--- config.mk ---
export PLATFORM = sky130hd
export DESIGN_NAME = tiled_clut_texture_decoder_top
export DESIGN_NICKNAME = d
export VERILOG_FILES = /design/src/hw/rtl/tctd_pkg.sv /design/src/hw/rtl/tiled_clut_texture_decoder_top.sv
export SDC_FILE = /design/constraint.sdc
export NUM_CORES = 2
export LEC_CHECK = 0
export BUFFER_PORTS_ARGS = -buffer_cell sky130_fd_sc_hd__buf_2
export CORE_MARGIN = 1.5
export CORE_UTILIZATION = 40
export CTS_CLUSTER_DIAMETER = 120
export DETAILED_ROUTE_END_ITERATION = 8
export PLACE_DENSITY_LB_ADDON = 0.25
export SLEW_MARGIN = 0
export SYNTH_ARGS = -nofsm -noshare
export SYNTH_HDL_FRONTEND = slang
export SYNTH_SLANG_ARGS = --single-unit
--- constraint.sdc ---
create_clock -name clk -period 11.1 [get_ports clk]
set_clock_uncertainty 0.05 [all_clocks]
set_input_delay 2.22 -clock clk [delete_from_list [all_inputs] [get_ports clk]]
set_output_delay 2.22 -clock clk [all_outputs]
set_load 0.1 [all_outputs]
--- src/hw/rtl/tctd_pkg.sv ---
// Shared constants and codes for the tiled indexed-colour texture decoder.
// No dependencies; every other file refers to it by scoped names.
package tctd_pkg;

  // Fixed geometry of the texture format. Tile sizes are powers of two.
  localparam int unsigned MaxWidth       = 1024;
  localparam int unsigned MaxHeight      = 1024;
  localparam int unsigned PaletteDepth   = 256;
  localparam int unsigned TileRows       = 32;
  localparam int unsigned TilePixels4Bit = 128;
  localparam int unsigned TileBytes      = TilePixels4Bit / 2;

  // Field widths.
  localparam int unsigned SizeW    = 11;
  localparam int unsigned BaseW    = 10;
  localparam int unsigned AddrW    = 20;
  localparam int unsigned ColourW  = 16;
  localparam int unsigned IdxW     = $clog2(PaletteDepth);
  localparam int unsigned RowTileW = $clog2(TileRows);
  localparam int unsigned ByteW    = $clog2(TileBytes);
  localparam int unsigned CfgIdxW  = 2;

  // Input commands.
  typedef enum logic {
    CMD_PALETTE = 1'b0,
    CMD_TEXEL   = 1'b1
  } cmd_t;

  // Configuration register indexes.
  localparam logic [CfgIdxW-1:0] CFG_MODE_FOUR_BIT = 2'd0;
  localparam logic [CfgIdxW-1:0] CFG_WIDTH_PIXELS  = 2'd1;
  localparam logic [CfgIdxW-1:0] CFG_HEIGHT_ROWS   = 2'd2;

  // Reset values of the configuration registers.
  localparam logic [SizeW-1:0] WidthReset  = SizeW'(256);
  localparam logic [SizeW-1:0] HeightReset = SizeW'(256);

endpackage

--- src/hw/rtl/tiled_clut_texture_decoder_top.sv ---
// Tiled indexed-colour texture decoder: palette store, tile position counters
// and a two-stage output path. Depends on tctd_pkg.
//
// Usage. The input channel (in_valid / in_stall) carries one beat per palette
// word (cmd = 0) or per texture byte (cmd = 1). A palette beat writes the
// 256 x 16 palette memory and clears the tile position counters; it gives no
// result. A texture byte beat reads one or two palette entries on the two read
// ports of the memory and yields one pixel in 8-bit mode or two in 4-bit mode
// (low nibble first). The output channel (out_valid / out_stall) carries one
// pixel per beat with its raster address, RGB888, opacity and the last-of-byte
// and frame-end marks. Configuration is written through cfg_valid / cfg_ready,
// which is always ready. The user must write configuration only while the
// decoder is idle; the block itself does not enforce this.
//
// An accepted byte is registered in the read stage with its palette words,
// then in the output register. The single output port moves one pixel a cycle,
// so one byte per cycle in 8-bit mode, while the receiver does not stall.
// Reset clears the counters and loads the register defaults; the palette holds
// no defined contents until written. When the receiver stalls, the output
// register holds its pixel, the read stage behind it still takes one more byte,
// and then in_stall rises.
module tiled_clut_texture_decoder_top (
  input  logic                               clk,
  input  logic                               rst,
  // input channel
  input  logic                               in_valid,
  output logic                               in_stall,
  input  logic                               cmd,
  input  logic [tctd_pkg::IdxW-1:0]          palette_index,
  input  logic [tctd_pkg::ColourW-1:0]       palette_color,
  input  logic [7:0]                         texture_byte,
  // output channel
  output logic                               out_valid,
  input  logic                               out_stall,
  output logic [tctd_pkg::AddrW-1:0]         pixel_address,
  output logic [7:0]                         red,
  output logic [7:0]                         green,
  output logic [7:0]                         blue,
  output logic                               opaque,
  output logic                               last_of_byte,
  output logic                               frame_end,
  // configuration write channel
  input  logic                               cfg_valid,
  output logic                               cfg_ready,
  input  logic [tctd_pkg::CfgIdxW-1:0]       cfg_index,
  input  logic [tctd_pkg::SizeW-1:0]         cfg_data
);

  localparam int unsigned SizeW = tctd_pkg::SizeW;
  localparam int unsigned BaseW = tctd_pkg::BaseW;
  localparam int unsigned AddrW = tctd_pkg::AddrW;
  localparam int unsigned ColW  = tctd_pkg::ColourW;
  localparam int unsigned ProdW = 2 * SizeW;

  localparam logic [SizeW-1:0] TilePx4   = SizeW'(tctd_pkg::TilePixels4Bit);
  localparam logic [SizeW-1:0] TilePx8   = SizeW'(tctd_pkg::TileBytes);
  localparam logic [SizeW-1:0] TileRowsS = SizeW'(tctd_pkg::TileRows);
  localparam logic [SizeW-1:0] MaxW      = SizeW'(tctd_pkg::MaxWidth);
  localparam logic [SizeW-1:0] MaxH      = SizeW'(tctd_pkg::MaxHeight);

  // ---------------------------------------------------------------- config
  logic             mode_four_bit;
  logic [SizeW-1:0] width_pixels;
  logic [SizeW-1:0] height_rows;

  assign cfg_ready = 1'b1;

  always_ff @(posedge clk) begin
    if (rst) begin
      mode_four_bit <= 1'b0;
      width_pixels  <= tctd_pkg::WidthReset;
      height_rows   <= tctd_pkg::HeightReset;
    end else if (cfg_valid && cfg_ready) begin
      unique case (cfg_index)
        tctd_pkg::CFG_MODE_FOUR_BIT: mode_four_bit <= cfg_data[0];
        tctd_pkg::CFG_WIDTH_PIXELS:  width_pixels  <= cfg_data;
        tctd_pkg::CFG_HEIGHT_ROWS:   height_rows   <= cfg_data;
        default: ;
      endcase
    end
  end

  // Effective frame size: capped, rounded down to whole tiles, never zero.
  logic [SizeW-1:0] tile_px;
  logic [SizeW-1:0] w_cap, w_round, w_eff;
  logic [SizeW-1:0] h_cap, h_round, h_eff;

  always_comb begin
    tile_px = mode_four_bit ? TilePx4 : TilePx8;
    w_cap   = (width_pixels > MaxW) ? MaxW : width_pixels;
    w_round = w_cap & ~(tile_px - SizeW'(1));
    w_eff   = (w_round == '0) ? tile_px : w_round;
    h_cap   = (height_rows > MaxH) ? MaxH : height_rows;
    h_round = h_cap & ~(TileRowsS - SizeW'(1));
    h_eff   = (h_round == '0) ? TileRowsS : h_round;
  end

  // ---------------------------------------------------------------- handshakes
  logic s1_valid, s1_move;
  logic s2_valid, s2_last, s2_done;
  logic in_acc, acc_tex, acc_pal;

  assign in_acc  = in_valid && !in_stall;
  assign acc_tex = in_acc && (cmd == tctd_pkg::CMD_TEXEL);
  assign acc_pal = in_acc && (cmd == tctd_pkg::CMD_PALETTE);
  assign s2_done = s2_valid && !out_stall && s2_last;
  assign s1_move = s1_valid && (!s2_valid || s2_done);
  assign in_stall = s1_valid && !s1_move;

  // ---------------------------------------------------------------- counters
  logic [BaseW-1:0]             tile_column_base;
  logic [BaseW-1:0]             tile_row_base;
  logic [tctd_pkg::RowTileW-1:0] row_within_tile;
  logic [tctd_pkg::ByteW-1:0]    byte_within_row;

  logic [SizeW-1:0] col_step, row_step;
  logic             byte_wrap, row_wrap, col_wrap, frame_wrap;

  always_comb begin
    col_step   = SizeW'(tile_column_base) + tile_px;
    row_step   = SizeW'(tile_row_base) + TileRowsS;
    byte_wrap  = (byte_within_row == '1);
    row_wrap   = byte_wrap && (row_within_tile == '1);
    col_wrap   = row_wrap && (col_step >= w_eff);
    frame_wrap = col_wrap && (row_step >= h_eff);
  end

  always_ff @(posedge clk) begin
    if (rst || acc_pal) begin
      tile_column_base <= '0;
      tile_row_base    <= '0;
      row_within_tile  <= '0;
      byte_within_row  <= '0;
    end else if (acc_tex) begin
      byte_within_row <= byte_within_row + 1'b1;
      if (byte_wrap) begin
        row_within_tile <= row_within_tile + 1'b1;
      end
      if (row_wrap) begin
        tile_column_base <= col_wrap ? '0 : col_step[BaseW-1:0];
      end
      if (col_wrap) begin
        tile_row_base <= frame_wrap ? '0 : row_step[BaseW-1:0];
      end
    end
  end

  // Raster address of the first pixel of the byte.
  logic [SizeW-1:0] cur_row, cur_col;
  logic [ProdW-1:0] row_prod;
  logic [AddrW-1:0] cur_addr;

  always_comb begin
    cur_row  = SizeW'(tile_row_base) + SizeW'(row_within_tile);
    cur_col  = SizeW'(tile_column_base)
             + (mode_four_bit ? SizeW'({byte_within_row, 1'b0})
                              : SizeW'(byte_within_row));
    row_prod = cur_row * w_eff;
    cur_addr = row_prod[AddrW-1:0] + AddrW'(cur_col);
  end

  // ---------------------------------------------------------------- palette
  logic [ColW-1:0]           palette_mem [tctd_pkg::PaletteDepth];
  logic [tctd_pkg::IdxW-1:0] rd_idx0, rd_idx1;
  logic [ColW-1:0]           rd_word0, rd_word1;

  always_comb begin
    rd_idx0 = mode_four_bit ? {4'b0, texture_byte[3:0]} : texture_byte;
    rd_idx1 = {4'b0, texture_byte[7:4]};
  end

  always_ff @(posedge clk) begin
    if (acc_pal) begin
      palette_mem[palette_index] <= palette_color;
    end
  end

  // Both read ports look up at once: low nibble or whole byte, and high nibble.
  always_ff @(posedge clk) begin
    if (acc_tex) begin
      rd_word0 <= palette_mem[rd_idx0];
      rd_word1 <= palette_mem[rd_idx1];
    end
  end

  // ---------------------------------------------------------------- read stage
  logic             s1_four, s1_fend;
  logic [AddrW-1:0] s1_addr;

  always_ff @(posedge clk) begin
    if (rst) begin
      s1_valid <= 1'b0;
    end else begin
      s1_valid <= acc_tex || (s1_valid && !s1_move);
    end
  end

  always_ff @(posedge clk) begin
    if (acc_tex) begin
      s1_four <= mode_four_bit;
      s1_fend <= frame_wrap;
      s1_addr <= cur_addr;
    end
  end

  // ---------------------------------------------------------------- output stage
  logic             s2_four, s2_fend, s2_sel;
  logic [AddrW-1:0] s2_addr;
  logic [ColW-1:0]  s2_word0, s2_word1;
  logic [ColW-1:0]  out_word;

  always_ff @(posedge clk) begin
    if (rst) begin
      s2_valid <= 1'b0;
      s2_sel   <= 1'b0;
    end else if (s1_move) begin
      s2_valid <= 1'b1;
      s2_sel   <= 1'b0;
    end else if (s2_done) begin
      s2_valid <= 1'b0;
      s2_sel   <= 1'b0;
    end else if (s2_valid && !out_stall) begin
      // First pixel of a 4-bit pair has gone; show the second.
      s2_sel <= 1'b1;
    end
  end

  always_ff @(posedge clk) begin
    if (s1_move) begin
      s2_four  <= s1_four;
      s2_fend  <= s1_fend;
      s2_addr  <= s1_addr;
      s2_word0 <= rd_word0;
      s2_word1 <= rd_word1;
    end
  end

  always_comb begin
    s2_last       = !s2_four || s2_sel;
    out_word      = s2_sel ? s2_word1 : s2_word0;
    out_valid     = s2_valid;
    pixel_address = s2_addr + AddrW'(s2_sel);
    red           = {out_word[4:0], 3'b000};
    green         = {out_word[9:5], 3'b000};
    blue          = {out_word[14:10], 3'b000};
    opaque        = (out_word != '0);
    last_of_byte  = s2_last;
    frame_end     = s2_last && s2_fend;
  end

  // ---------------------------------------------------------------- assertions
  a_frame_end_last: assert property (@(posedge clk) disable iff (rst)
    out_valid && frame_end |-> last_of_byte)
    else $error("frame end marked on a pixel that does not close its byte");

  a_pair_follows: assert property (@(posedge clk) disable iff (rst)
    out_valid && !out_stall && !last_of_byte
    |=> out_valid && last_of_byte
        && (pixel_address == $past(pixel_address) + AddrW'(1)))
    else $error("second pixel of a 4-bit byte did not follow the first");

  a_pair_even: assert property (@(posedge clk) disable iff (rst)
    out_valid && s2_four && !s2_sel |-> !pixel_address[0])
    else $error("first pixel of a 4-bit byte at an odd address");

  a_palette_clears: assert property (@(posedge clk) disable iff (rst)
    acc_pal |=> (tile_column_base == '0) && (tile_row_base == '0)
                && (row_within_tile == '0) && (byte_within_row == '0))
    else $error("palette write did not clear the tile position");

endmodule

==> results.cfg <==
[placed_design]
place_area_sq_mm = 0.1759
place_inst = 12620
io_buffers = 86
dp_slack_ps = 4257
place_congestion = 0.8025
dp_hpwl_um = 238000

[floorplanning]
die-area_sq_mm = 0.4209
start_util = 0.4026
ios = 101
die_w_um = 648.7
coreArea_sq_mm = 0.4143
die_h_um = 648.7
row_count = 236

[synth]
synthXorXnorAreaFrac = 0.002468
yosys_warnings = 0
synthMuxAreaShare = 0.1902
yosys-top-cells-area = edfxtp_1 (76%), mux4_2 (18%), nor2_1 (0.72%), ha_1 (0.65%), mux2i_1 (0.52%)
yosys.area.top_type = edfxtp_1
synth_compound_area_frac = 0.008244
synth_cell_types = 59
synthAdderAreaFrac = 0.01017
synth-async-reset-ratio = 0
netlist_top_cells_count = edfxtp_1 (4,204), mux4_2 (1,360), nor2_1 (322), clkbuf_1 (179), buf_2 (90)
seq_area_frac_synth = 0.7611
syn_avg_cell_area_sq_um = 23.59
ys_ff_latch = 4239
syn_area_sq_mm = 0.1668
post-synth-top-count-cell = edfxtp_1
synth_top_family_by_area = multiplexers
yosys.area_share.simple = 0.01448
synth_edf_count = 4204
syn_inst = 7069
synth_top_cell_area_share = 0.7569
ys.flop_type = edfxtp_1

[power_and_ir_drop]
p_per_area_mw_per_mm2 = 176.7
peakVddDrop_uv = 130.8
p_total_mw = 33.50
p_leak_nw = 59.10

[cells_and_area]
fin_nets = 7740
multiInputGateArea_sq_mm = 0.03824
final_area_sq_mm = 0.1896
area_delta_synth_final_pct = 13.69
area.sequential_sq_mm = 0.1269
drive_gt1_frac = 0.3287
postLayoutCoreUtil = 0.4577
fillerInstances = 33860
fin_cells = 13420

[critical_path]
end_kind = primary output
critPathSlowestCell = nor4_1
worst_path_largest_cell_delay_ps = 980
rr_endpoint = s1_addr[19]$_DFFE_PP_
rrSetupSlack_ps = 5500
startpoint_type = register
r2r-start = mode_four_bit$_SDFFE_PP0P_
reg2reg_depth = 16
crit_fanout = 19
path_cells = buf_4, mux2_2, nor4_1, nand4_1, buf_2
required_ps = 8830
crit_path_end = opaque
cp.arrival_ps = 3620
path_class = reg -> out
cp-startpoint = s2_sel$_SDFFE_PP0P_

[worst_hold_path]
hold_class = reg -> reg
min_from = s1_addr[15]$_DFFE_PP_

[routing]
antenna_left = 0
drt_wl_total_um = 418200
met2_length_um = 204500
wl_per_cell_um = 31.17
drt_pre_antenna_iters = 6
wl_met1_um = 172700
vias = 76990
post-route-drc-count = 0
wl_met3_um = 28920
viasPerCell = 5.738
drt_iter0_markers = 9191
highest_layer = met5

[grt]
grt_pass1_vias = 78840
grt_util_all_layers = 0.1950
grt_first_pass_wirelength_um = 590100
grt_overflow = 0
grt_max_degree = 146
antenna_found_initial = 26

[sta]
rsz0062_at_grt = false
worst_slack_ps = 5212
clock.fmax_mhz = 169.8
fin_crit_ps = 5888
hold_viol_final = 0
maxSlewViolCount = 0
slew_headroom = 0.1058
min_period_over_period = 0.5304
setup_tns_ps = 0
hold_slack_ps = 363.7
tightest_slew_ps = 1341
setup_violations = 0

[clocking]
cts_repair_resize_count = 0
cts_tree = done
cts_hold_buf = 0
root_buffer = clkbuf_16
cts_setup_buffers = 0
clockBufferDepth = 4
clkSlewWorstSetupHoldPaths_ps = 60
h-tree-depth = 5
cts_sinks = 4239
numCtsBuffers = 429
clkLatencyLatePin_ps = 1000

[run_status]
outcome = finished clean

[flow_run]
drv_cap = 0
cell usage in the layout (no fill, tap or decap), drive strengths merged, types with 25 or more instances in the layout:
cell type and n:
edfxtp 4204, mux4 1360, clkbuf 506, buf 436
nor2 322, clkinv 224, mux2i 86, ha 86
inv 81, nand2 72, bufinv 41, and2 41
dfxtp 35, nand3 35, o21ai 33, fa 31
xnor2 30, a221oi 25
layout make-up:
class / count / area share
Multi-Input combinational cell: 2391 / 0.2017
Antenna cell: 10 / 0.0001320
Sequential cell: 4239 / 0.6694
Tap cell: 5474 / 0.03612
Clock buffer: 501 / 0.05871
Inverter: 70 / 0.001386
Clock inverter: 293 / 0.01382
Timing Repair Buffer: 441 / 0.01874
per-layer routing:
| metal | track usage | up-vias |
|---|---|---|
| li1 | - | 31330 |
| met1 | 0.2732 | 42230 |
| met2 | 0.3181 | 2900 |
| met3 | 0.03089 | 528 |
| met4 | 0.05540 | 2 |
| met5 | 0 | - |
sequential cells by signal, summed over array words and instances (netlist names), 16 cells and up:
name,flops
palette_mem,4096
s1_addr,20
s2_addr,20
rd_word0,16
rd_word1,16
s2_word0,16
s2_word1,16
cells by family after synthesis:
family | count (synthesis)
fa+ha+maj | 117
other cells | 2
flops | 4239
simple gates | 549
compound gates | 192
buf+inv | 456
xor+xnor | 47
mux | 1467
power breakdown:
group	leakage (nW)	switching [mW]	internal, mW
Combinational	14.3	1.05	0.615
Clock	6.72	6.07	8.12
Sequential	38.1	0.0166	17.6
Total	59.1	7.14	26.4
how the worst min path moves through the flow:
stage / to / slack, ps / cells after the start
2_1_floorplan: s2_addr[0]$_DFFE_PP_ / 350 / 0
3_3_place_gp: s2_word1[11]$_DFFE_PP_ / 350 / 0
3_5_place_dp: s2_addr[10]$_DFFE_PP_ / 350 / 0
4_1_cts: s2_word1[15]$_DFFE_PP_ / 350 / 0
5_1_grt: s2_addr[12]$_DFFE_PP_ / 370 / 0
6_report: s2_addr[15]$_DFFE_PP_ / 360 / 0
worst max-delay path, delay by kind of cell, from the launching register on:
| kind | cells | cell delay [ps] |
|---|---|---|
| AND/OR/NAND/NOR | 2 | 1140 |
| buffers and inverters | 2 | 700 |
| multiplexers | 1 | 490 |
| flip-flops | 1 | 320 |
No activity file was read; power rests on OpenSTA's default activity.
